## src/hw/rtl/lsp_pkg.sv

```systemverilog
// Types, constants and a helper function shared by the LED strip pulse timer.
`timescale 1ns / 1ps

package lsp_pkg;

   localparam int NUM_LEDS   = 16;
   localparam int SINE_BITS  = 12;
   localparam int LED_IDX_W  = (NUM_LEDS > 1) ? $clog2(NUM_LEDS) : 1;

   localparam int PHASE_W    = 17;
   localparam int PHASE_WRAP = 108000;
   localparam int RATE_W     = 2;
   localparam int NUM_RATES  = 1 << RATE_W;
   localparam int ARG_W      = PHASE_W + NUM_RATES - 1;
   localparam int SCALE_W    = SINE_BITS + 1;

   localparam logic [31:0] HALF_TURN_PER_STEP = 32'd13671306;
   localparam logic [31:0] PI_Q30             = 32'd3373259426;
   localparam logic [31:0] ONE_Q30            = 32'h4000_0000;
   localparam logic [31:0] FOLD_POINT         = 32'h8000_0000;

   localparam int TERM_W     = 2;
   localparam int DIV_W      = 7;
   localparam int DIV_STEPS  = 4;
   localparam int DIV_CYCLES = 32 / DIV_STEPS;
   localparam int DCNT_W     = $clog2(DIV_CYCLES);

   localparam int QUEUE_DEPTH = 4;
   localparam int QPTR_W      = $clog2(QUEUE_DEPTH);
   localparam int QCNT_W      = $clog2(QUEUE_DEPTH + 1);

   typedef enum logic {
      CMD_SET   = 1'b0,
      CMD_FRAME = 1'b1
   } command_type;

   typedef struct packed {
      logic [7:0] red;
      logic [7:0] green;
      logic [7:0] blue;
   } pixel_type;

   // Classified command: span carries the hold time of a set or the elapsed
   // time of a frame.
   typedef struct packed {
      command_type           kind;
      logic [LED_IDX_W-1:0]  index;
      pixel_type             colour;
      logic                  pulse;
      logic [RATE_W-1:0]     rate;
      logic [31:0]           span;
   } cmd_type;

   typedef struct packed {
      logic    push;
      cmd_type cmd;
   } queue_wr_type;

   typedef struct packed {
      logic    valid;
      cmd_type cmd;
   } queue_rd_type;

   typedef struct packed {
      logic             start;
      logic [ARG_W-1:0] arg;
   } sine_req_type;

   typedef struct packed {
      logic                 done;
      logic [SINE_BITS-1:0] mag;
   } sine_rsp_type;

   // Divisors of the Taylor series terms, innermost term first.
   function automatic logic [DIV_W-1:0] term_divisor(input logic [TERM_W-1:0] term);
      logic [DIV_W-1:0] d;
      unique case (term)
         2'd0: d = 7'd72;
         2'd1: d = 7'd42;
         2'd2: d = 7'd20;
         2'd3: d = 7'd6;
         default: d = 7'd6;
      endcase
      return d;
   endfunction

endpackage

```

## src/hw/rtl/lsp_sine.sv

```systemverilog
// Sine magnitude unit: fixed-point Taylor series on one shared multiplier.
`timescale 1ns / 1ps

module lsp_sine import lsp_pkg::*; (
   input  logic         clock,
   input  logic         reset,
   input  sine_req_type sine_req,
   output sine_rsp_type sine_rsp
);

   typedef enum logic [3:0] {
      S_IDLE,
      S_MUL_F,
      S_FOLD,
      S_MUL_X,
      S_MUL_X2,
      S_DIV_LOAD,
      S_DIV,
      S_SUB,
      S_MUL_T,
      S_FINISH
   } sine_state_type;

   sine_state_type       state_ff;
   logic [ARG_W-1:0]     arg_ff;
   logic [63:0]          prod_ff;
   logic [31:0]          g_ff;
   logic [31:0]          x_ff;
   logic [31:0]          x2_ff;
   logic [30:0]          t_ff;
   logic [31:0]          dq_ff;
   logic [DIV_W-1:0]     rem_ff;
   logic [DCNT_W-1:0]    cnt_ff;
   logic [TERM_W-1:0]    term_ff;
   logic [SINE_BITS-1:0] mag_ff;
   logic                 done_ff;

   logic [31:0]          op_a;
   logic [31:0]          op_b;
   logic [63:0]          prod_in;
   logic                 mul_en;
   logic [31:0]          g_in;
   logic [31:0]          dq_in;
   logic [DIV_W-1:0]     rem_in;
   logic [DIV_W-1:0]     divisor;
   logic [31:0]          r_val;
   logic [SINE_BITS-1:0] mag_in;

   // Operand selection for the shared multiplier.
   always_comb begin
      op_a   = '0;
      op_b   = '0;
      mul_en = 1'b0;
      unique case (state_ff)
         S_MUL_F: begin
            op_a   = 32'(arg_ff);
            op_b   = HALF_TURN_PER_STEP;
            mul_en = 1'b1;
         end
         S_MUL_X: begin
            op_a   = g_ff;
            op_b   = PI_Q30;
            mul_en = 1'b1;
         end
         S_MUL_X2: begin
            op_a   = prod_ff[63:32];
            op_b   = prod_ff[63:32];
            mul_en = 1'b1;
         end
         S_MUL_T: begin
            op_a   = (term_ff == TERM_W'(3)) ? x_ff : x2_ff;
            op_b   = {1'b0, t_ff};
            mul_en = 1'b1;
         end
         default: begin
            mul_en = 1'b0;
         end
      endcase
   end

   assign prod_in = {32'd0, op_a} * {32'd0, op_b};

   // Fold the half-turn fraction onto the first quarter turn.
   assign g_in = (prod_ff[31:0] > FOLD_POINT) ? (~prod_ff[31:0] + 32'd1) : prod_ff[31:0];

   // Restoring division by a small constant, a few quotient bits a cycle.
   always_comb begin
      logic [DIV_W:0] trial;
      divisor = term_divisor(term_ff);
      rem_in  = rem_ff;
      dq_in   = dq_ff;
      for (int j = 0; j < DIV_STEPS; j++) begin
         trial = {rem_in, dq_in[31]};
         dq_in = {dq_in[30:0], 1'b0};
         if (trial >= {1'b0, divisor}) begin
            rem_in   = DIV_W'(trial - {1'b0, divisor});
            dq_in[0] = 1'b1;
         end else begin
            rem_in = trial[DIV_W-1:0];
         end
      end
   end

   // Clamp at one, then keep the top fraction bits.
   always_comb begin
      r_val  = prod_ff[61:30];
      mag_in = (r_val[31:30] != 2'b00) ? '1 : r_val[29 -: SINE_BITS];
   end

   always_ff @(posedge clock) begin
      if (reset) begin
         state_ff <= S_IDLE;
         done_ff  <= 1'b0;
      end else begin
         done_ff <= 1'b0;
         if (mul_en) begin
            prod_ff <= prod_in;
         end
         unique case (state_ff)
            S_IDLE: begin
               if (sine_req.start) begin
                  arg_ff   <= sine_req.arg;
                  state_ff <= S_MUL_F;
               end
            end
            S_MUL_F: begin
               state_ff <= S_FOLD;
            end
            S_FOLD: begin
               g_ff     <= g_in;
               state_ff <= S_MUL_X;
            end
            S_MUL_X: begin
               state_ff <= S_MUL_X2;
            end
            S_MUL_X2: begin
               x_ff     <= prod_ff[63:32];
               term_ff  <= '0;
               state_ff <= S_DIV_LOAD;
            end
            S_DIV_LOAD: begin
               dq_ff  <= prod_ff[61:30];
               rem_ff <= '0;
               cnt_ff <= '0;
               if (term_ff == '0) begin
                  x2_ff <= prod_ff[61:30];
               end
               state_ff <= S_DIV;
            end
            S_DIV: begin
               dq_ff  <= dq_in;
               rem_ff <= rem_in;
               cnt_ff <= cnt_ff + 1'b1;
               if (cnt_ff == DCNT_W'(DIV_CYCLES - 1)) begin
                  state_ff <= S_SUB;
               end
            end
            S_SUB: begin
               t_ff     <= 31'(ONE_Q30 - dq_ff);
               state_ff <= S_MUL_T;
            end
            S_MUL_T: begin
               if (term_ff == TERM_W'(3)) begin
                  state_ff <= S_FINISH;
               end else begin
                  term_ff  <= term_ff + 1'b1;
                  state_ff <= S_DIV_LOAD;
               end
            end
            S_FINISH: begin
               mag_ff   <= mag_in;
               done_ff  <= 1'b1;
               state_ff <= S_IDLE;
            end
            default: begin
               state_ff <= S_IDLE;
            end
         endcase
      end
   end

   assign sine_rsp.done = done_ff;
   assign sine_rsp.mag  = mag_ff;

endmodule

```

## config.mk

```make
export PLATFORM = sky130hd
export DESIGN_NAME = lsp_sine
export DESIGN_NICKNAME = d
export VERILOG_FILES = /design/src/hw/rtl/lsp_pkg.sv /design/src/hw/rtl/lsp_sine.sv
export SDC_FILE = /design/constraint.sdc
export NUM_CORES = 2
export LEC_CHECK = 0
export ABC_AREA = 1
export BUFFER_PORTS_ARGS = -buffer_cell sky130_fd_sc_hd__buf_4
export CAP_MARGIN = 15
export CORE_UTILIZATION = 60
export CTS_CLUSTER_SIZE = 12
export DETAILED_ROUTE_END_ITERATION = 7
export GPL_TIMING_DRIVEN = 0
export PLACE_DENSITY_LB_ADDON = 0.12
export SLEW_MARGIN = 20
export SYNTH_ARGS = -nofsm -noshare
export SYNTH_HDL_FRONTEND = slang
export SYNTH_SLANG_ARGS = --single-unit
```

## constraint.sdc

```tcl
create_clock -name clock -period 19.73 [get_ports clock]
set_clock_uncertainty 0.2 [all_clocks]
set_input_delay 1.973 -clock clock [delete_from_list [all_inputs] [get_ports clock]]
set_output_delay 1.973 -clock clock [all_outputs]
set_load 0.005 [all_outputs]
```

Word-level counts from Yosys, hierarchy flattened
Index checks and enable logic that the tools add are counted.
- add/subtract/negate cells: 8
- multipliers: 1
- divide/modulo/power cells: 0
- order comparisons: 5
- eq/ne operators: 16
- shift operators: 0
- muxes and demuxes: 24
- bitwise operators: 2
- reductions and logical operators: 16
- operators with widths (kind ; count):
    one-hot mux 32 bit (4 select lines) ; 2
    multiplier 32 x 32 -> 64 bit ; 1
    2-to-1 mux 32 bit ; 2
    one-hot mux 32 bit (2 select lines) ; 1
    one-hot mux 4 bit (9 select lines) ; 1
    adder 32 x 1 -> 32 bit (second input constant) ; 1
    greater-or-equal comparator 8 x 7 -> 1 bit ; 4
    greater-than comparator 32 bit (second input constant) ; 1
    NOT 32 bit ; 1
    subtractor 31 bit (first input constant) ; 1
    2-to-1 mux 7 bit ; 4
    one-hot mux 7 bit (4 select lines) ; 1
    subtractor 7 bit ; 4
    equality test 4 x 3 -> 1 bit (second input constant) ; 4
    one-hot mux 7 bit (2 select lines) ; 1
    AND reduction 2 bit ; 7
    2-to-1 mux 4 bit ; 3
    AND reduction 3 bit ; 3
    equality test 4 x 2 -> 1 bit (second input constant) ; 2
    equality test 4 bit (second input constant) ; 2
    2-to-1 mux 1 bit ; 6
    != test 2 bit (second input constant) ; 3
    one-hot mux 3 bit (2 select lines) ; 1
    nonzero test 2 bit ; 3
    12 further kinds ; 13
- flip-flop bits (word level): 272
- latch bits: 0
- memory bits (writable): 0
- memory bits (read-only): 0
- bits of input ports: 23
- output and inout port bits: 13
- word-level logic and storage cells: 85
- memories: 0

Depth between registers and ports, before layout
- depth after elaboration: 11
- depth in mapped cells: 48
- depth with buffers taken out: 48

Worst setup path before layout
No wires, ideal clock.
- path type: register -> register
- from: register term_ff[0]
- to: register prod_ff[63], data pin
- library setup time: 261 ps
- arrival time: 7259 ps
- required time: 19269 ps
- setup slack: 12011 ps
- stages on the path, launching flop included: 31
- buffers on the path: 3
- period minus slack after synthesis: 7719 ps
- path through: edfxtp_1 -> ha_1 -> clkbuf_1 -> nor2_4 -> buf_2 -> a22oi_1 -> nand2_1 -> nor2_4 -> buf_2 -> nor2_1 -> fa_1 -> fa_1 -> fa_1 -> inv_1 -> fa_1 -> inv_1 -> fa_1 -> inv_1 -> fa_1 -> inv_1 -> fa_1 -> fa_1 -> ha_1 -> a21oi_1 -> o21ai_0 -> a21oi_1 -> nand3_1 -> a21oi_1 -> nand3b_1 -> nand2_1 -> xor2_1
- word-level cells in the longest chain between the ends: 4
- RTL lines (what ; RTL line ; source):
    from (decl) ; lsp_sine.sv:34 ; logic [TERM_W-1:0] term_ff;
    from (signal assigned) ; lsp_sine.sv:166 ; term_ff <= term_ff + 1'b1;
    equality test 2 bit ; lsp_sine.sv:71 ; op_a = (term_ff == TERM_W'(3)) ? x_ff : x2_ff;
    2-to-1 mux 32 bit ; lsp_sine.sv:71 ;
    one-hot mux 32 bit (4 select lines) ; lsp_sine.sv:54 ; unique case (state_ff)
    multiplier 32 x 32 -> 64 bit ; lsp_sine.sv:81 ; assign prod_in = {32'd0, op_a} * {32'd0, op_b};
    named net prod_in[63] ; lsp_sine.sv:40 ; logic [63:0] prod_in;
    to (signal assigned) ; lsp_sine.sv:117 ; prod_ff <= prod_in;
    to (decl) ; lsp_sine.sv:26 ; logic [63:0] prod_ff;
The timed path passes the listed nets, and every way through them passes these cells.
A chain may end at the register's enable or synchronous reset.

Final worst setup path
- from: register term_ff[1]
- to: register prod_ff[63], data pin
Same word-level chain as after synthesis.

==> results.txt <==
The standard cell core area is 0.07620 mm^2. The slew at the pin closest to its max-slew limit came out at 1.190 ns. Setup violations remaining at the end of the flow were counted as 0. The post-cts gate resize count is 0. At the end of the flow, the number of nets in the layout was 6609. The worst register-to-register path begins at term_ff[1]$_SDFFCE_PP0P_.

For hold timing, the worst endpoint is t_ff[0]$_DFFE_PP_. The required time of the worst setup path came out at 19.84 ns. The share of cells above drive strength 1 is 0.05889. Dividing total power by cell area gives a power density of 49.19 mW/mm^2.

Each instance of the synthesized netlist takes up on average 8.718 um^2. The share of synthesized area in the top cell type comes to 0.3889. The clock-pin slew on the worst setup and hold paths came out at 0.07 ns. fa_1 takes more of the synthesized area than any other cell.

The number of flops mapped to enable cells by yosys is 267. The fill cell instance count of the final layout is 6647. The fmax is 0.09346 GHz. The TritonCTS sink count came out at 272. The boundary pin count came out at 36.

The placed standard-cell area came out at 0.04812 mm^2. The final clock period utilization by the worst path came out at 0.5423. The cell with the biggest individual delay on the critical path is nor2_1.

The total count of max-transition violations in the final report is 0. Final hold analysis gives a worst-case slack of 0.2936 ns. The initial antenna violation count came out at 5.

In this run, the number of DRC markers left after iteration 0 of detailed routing was 4633. The root buffer cell chosen for the clock tree is clkbuf_16. The post-synthesis adder-cell area fraction is 0.4689. In this run the horizontal extent of the chip is 279.9 um. The worst max-slew margin expressed relative to the limit is 0.2069. The worst-skew pair later-pin latency came out at 0.57 ns. For this block, the via count after detailed routing is 37240. The detail-routed net length per standard cell came out at 25.15 um.

The number of remaining DRC errors came out at 0. The number of cell rows came out at 101. The leakage power figure is 24.73 nW. The cell count after synthesis is 5314. The classification of the worst setup path is reg -> reg. Yosys attributes the largest share of cell area to fa_1, edfxtp_1, inv_1. The power share of the combinational group came out at 0.509.

The area fraction in and, or, nand and nor cells after synthesis came out at 0.1645. The number of stages on the worst setup path came out at 29. The worst reg2reg path depth is 29. The total nets after synthesis came out at 6533. The die area came out at 0.07833 mm^2.

The main combinational cell family by area after synthesis is adder cells. The final global-route overflow total is 0. In the synthesized netlist the dominant register cell turns out to be edfxtp_1. The remaining number of nets flagged by the antenna check after routing came out at 0. The number of global-route vias before repair was 37442. The complex-gate fraction of the synthesized area came to 0.03978.

The number of port buffers is 35. The internal power of the cells is 1.304 mW. The largest fanout on the critical path came out at 10. Entering global routing, the biggest net connects 64 pins.

After synthesis, the share of cell area in mux cells is 0. The number of hold violations in the final report is 0. The worst path arrival time is 10.81 ns. The routed wire length came out at 161.7 mm. The flop-to-flop setup slack came out at 9.03 ns. In this run the critical register-to-register path is captured at prod_ff[63]$_DFFE_PP_. Of the total power, the share spent switching nets is 0.4573.

The total of max-cap violations is 0. The most numerous cell in the Yosys netlist is inv_1. The sequential cell area fraction in the yosys report is 0.1752. The post-detailed-route via-to-cell ratio came out at 5.790.

The number of buffers and inverters on the critical path came out at 5. The delay of the slowest cell on the worst path came out at 0.82 ns. The number of setup buffers added after CTS came out at 0. The worst min-delay path class is reg -> reg. The proportion of register bits with asynchronous set or reset after synthesis came out at 0. The smallest clock period supported by the final layout is computed as 10.70 ns.

The share of total power dissipated in sequential elements is 0.300. The clock passes through at most 3 buffers. In the final timing run, aggregate negative setup slack is 0 ns. At the end of routability-driven placement, the weighted congestion stood at 1.079. The net switching power came out at 1.099 mW. The mapped cell area came out at 0.04633 mm^2. The H-tree depth came out at 1.

The synthesis warning total is 0. The most prevalent standard cell on the critical path is fa_1. The run finished with clean final reports. Among cell families on the critical path, the largest total delay comes from adder cells.

The type of destination of the critical path is a flop. The height of the die came out at 279.9 um. The worst-case IR drop observed on VDD is 0.05423 mV. The worst hold path passes through 0 cells. For this run, the total global-route usage over all layers was measured as 0.4248. The detailed placement HPWL came out at 135.2 mm. The nature of the critical path startpoint is a flop.

The count of unique library cells instantiated by Yosys came out at 52. The finished cells cover 0.04885 mm^2. Setup repair after global routing left no endpoint under its margin. The total clock buffers created by CTS is 26. The first global-routing pass estimated 236.9 mm of wire.

Of the total synthesized cell area, the portion taken by XOR and XNOR cells is 0.02458. The number of storage elements in the synthesis netlist is 272. The CTS tree is yes. In the synthesized netlist, the cells that appear most often are inv_1, nand2_1, fa_1, nor2_1, ha_1.

The start point of the worst hold path is dq_ff[0]$_DFFE_PP_. The clock network fraction of total power came out at 0.191. The initial utilization of the core area, before any placement, comes to 0.6080. The detailed-router iteration count before antenna repair came out at 6. The post-synthesis to final-layout area growth is 5.437%. The number of hold-repair buffers added at the cts stage is 0.
[sequential cells by signal, summed over array words and instances (netlist names)]
name / count
mag_ff: 12
rem_ff: 7
x_ff: 32
g_ff: 32
arg_ff: 20
x2_ff: 32
done_ff: 1
prod_ff: 64
cnt_ff: 3
state_ff: 4
term_ff: 2
dq_ff: 32
t_ff: 31
[worst reg2reg max path: cells and delay by family, from the launching register on]
| family | cells | cell delay [ns] |
|---|---|---|
| fa+ha+maj | 10 | 4.90 |
| compound gates | 4 | 1.32 |
| xor+xnor | 1 | 0.16 |
| buf+inv | 5 | 1.42 |
| simple gates | 9 | 2.05 |
| flops | 1 | 0.42 |
[layer usage]
layer	up-vias	part of all wire	global-route usage
met4	4	0.079	0.2606
met3	532	0.13	0.1160
met5	-	0.00019	0
li1	15826	-	-
met2	2425	0.42	0.6184
met1	18453	0.37	0.5677
[placed cells by master, fill, tap and decap left out, types with 4 or more instances in the layout]
cell type and count:
xnor2_1 37, ha_1 296, and3_1 4, o21ai_1 9, nand2_1 1025, a31oi_1 18, a22oi_1 11, nor4_1 8
nor2_4 16, clkbuf_16 26, o211ai_1 6, inv_2 33, buf_2 128, fa_1 900, dfxtp_1 5, o21ai_2 11
buf_4 44, buf_1 7, inv_1 1293, nand3_1 82, nor3_1 30, o21bai_1 6, xor2_1 93, a21boi_0 4
edfxtp_1 267, nand3_2 11, nand2_2 10, clkbuf_1 58, nor2_1 638, a21oi_1 105, nand4_1 26, nor2_2 17
a22o_1 20, clkinv_1 6, a21o_1 12, o21ai_0 100, nand3b_1 4
[area by class of cell]
cell class / count / area, um^2 / area share
Antenna cell: 2 / 5.005 / 0.0001025
Buffer: 185 / 874.6 / 0.01791
Clock buffer: 37 / 701.9 / 0.01437
Clock inverter: 1 / 16.27 / 0.0003330
Inverter: 1334 / 5012 / 0.1026
Multi-Input combinational cell: 3523 / 32390 / 0.6631
Sequential cell: 272 / 8118 / 0.1662
Tap cell: 1030 / 1289 / 0.02638
Timing Repair Buffer: 48 / 440.4 / 0.009017
[metrics by stage]
| stage | util | cells | setup WS (ns) | power, mW |
|---|---|---|---|---|
| 2_1_floorplan | - | 5314 | 12.01 | 1.435 |
| 3_3_place_gp | 0.6283 | 6379 | 9.245 | 1.901 |
| 3_5_place_dp | 0.6315 | 6392 | 9.479 | 1.917 |
| 4_1_cts | 0.6409 | 6430 | 9.451 | 2.370 |
| 5_1_grt | 0.6409 | 6430 | 8.879 | 2.493 |
| 6_report | 0.6410 | 6432 | 9.030 | 2.403 |
[kinds of logic after synthesis]
logic type | count (synthesis)
fa+ha+maj | 1196
xor+xnor | 130
simple gates | 1882
compound gates | 315
flops | 272
buf+inv | 1519
[power by group through the flow]
stage	logic (mW)	clock network, mW	registers, mW
2_1_floorplan	0.716	0	0.720
4_1_cts	1.19	0.457	0.719
5_1_grt	1.29	0.479	0.722
3_5_place_dp	1.19	0	0.731
6_report	1.22	0.458	0.720
3_3_place_gp	1.17	0	0.733
[worst max-delay path by stage]
stage / end / from
final: prod_ff[63]$_DFFE_PP_ / term_ff[1]$_SDFFCE_PP0P_
after floorplan: prod_ff[63]$_DFFE_PP_ / term_ff[0]$_SDFFCE_PP0P_
after CTS: prod_ff[63]$_DFFE_PP_ / term_ff[1]$_SDFFCE_PP0P_
after global placement: prod_ff[63]$_DFFE_PP_ / term_ff[1]$_SDFFCE_PP0P_
after detailed placement: prod_ff[63]$_DFFE_PP_ / term_ff[1]$_SDFFCE_PP0P_
after global routing: prod_ff[63]$_DFFE_PP_ / term_ff[1]$_SDFFCE_PP0P_
(Power assumes the default switching activity.)
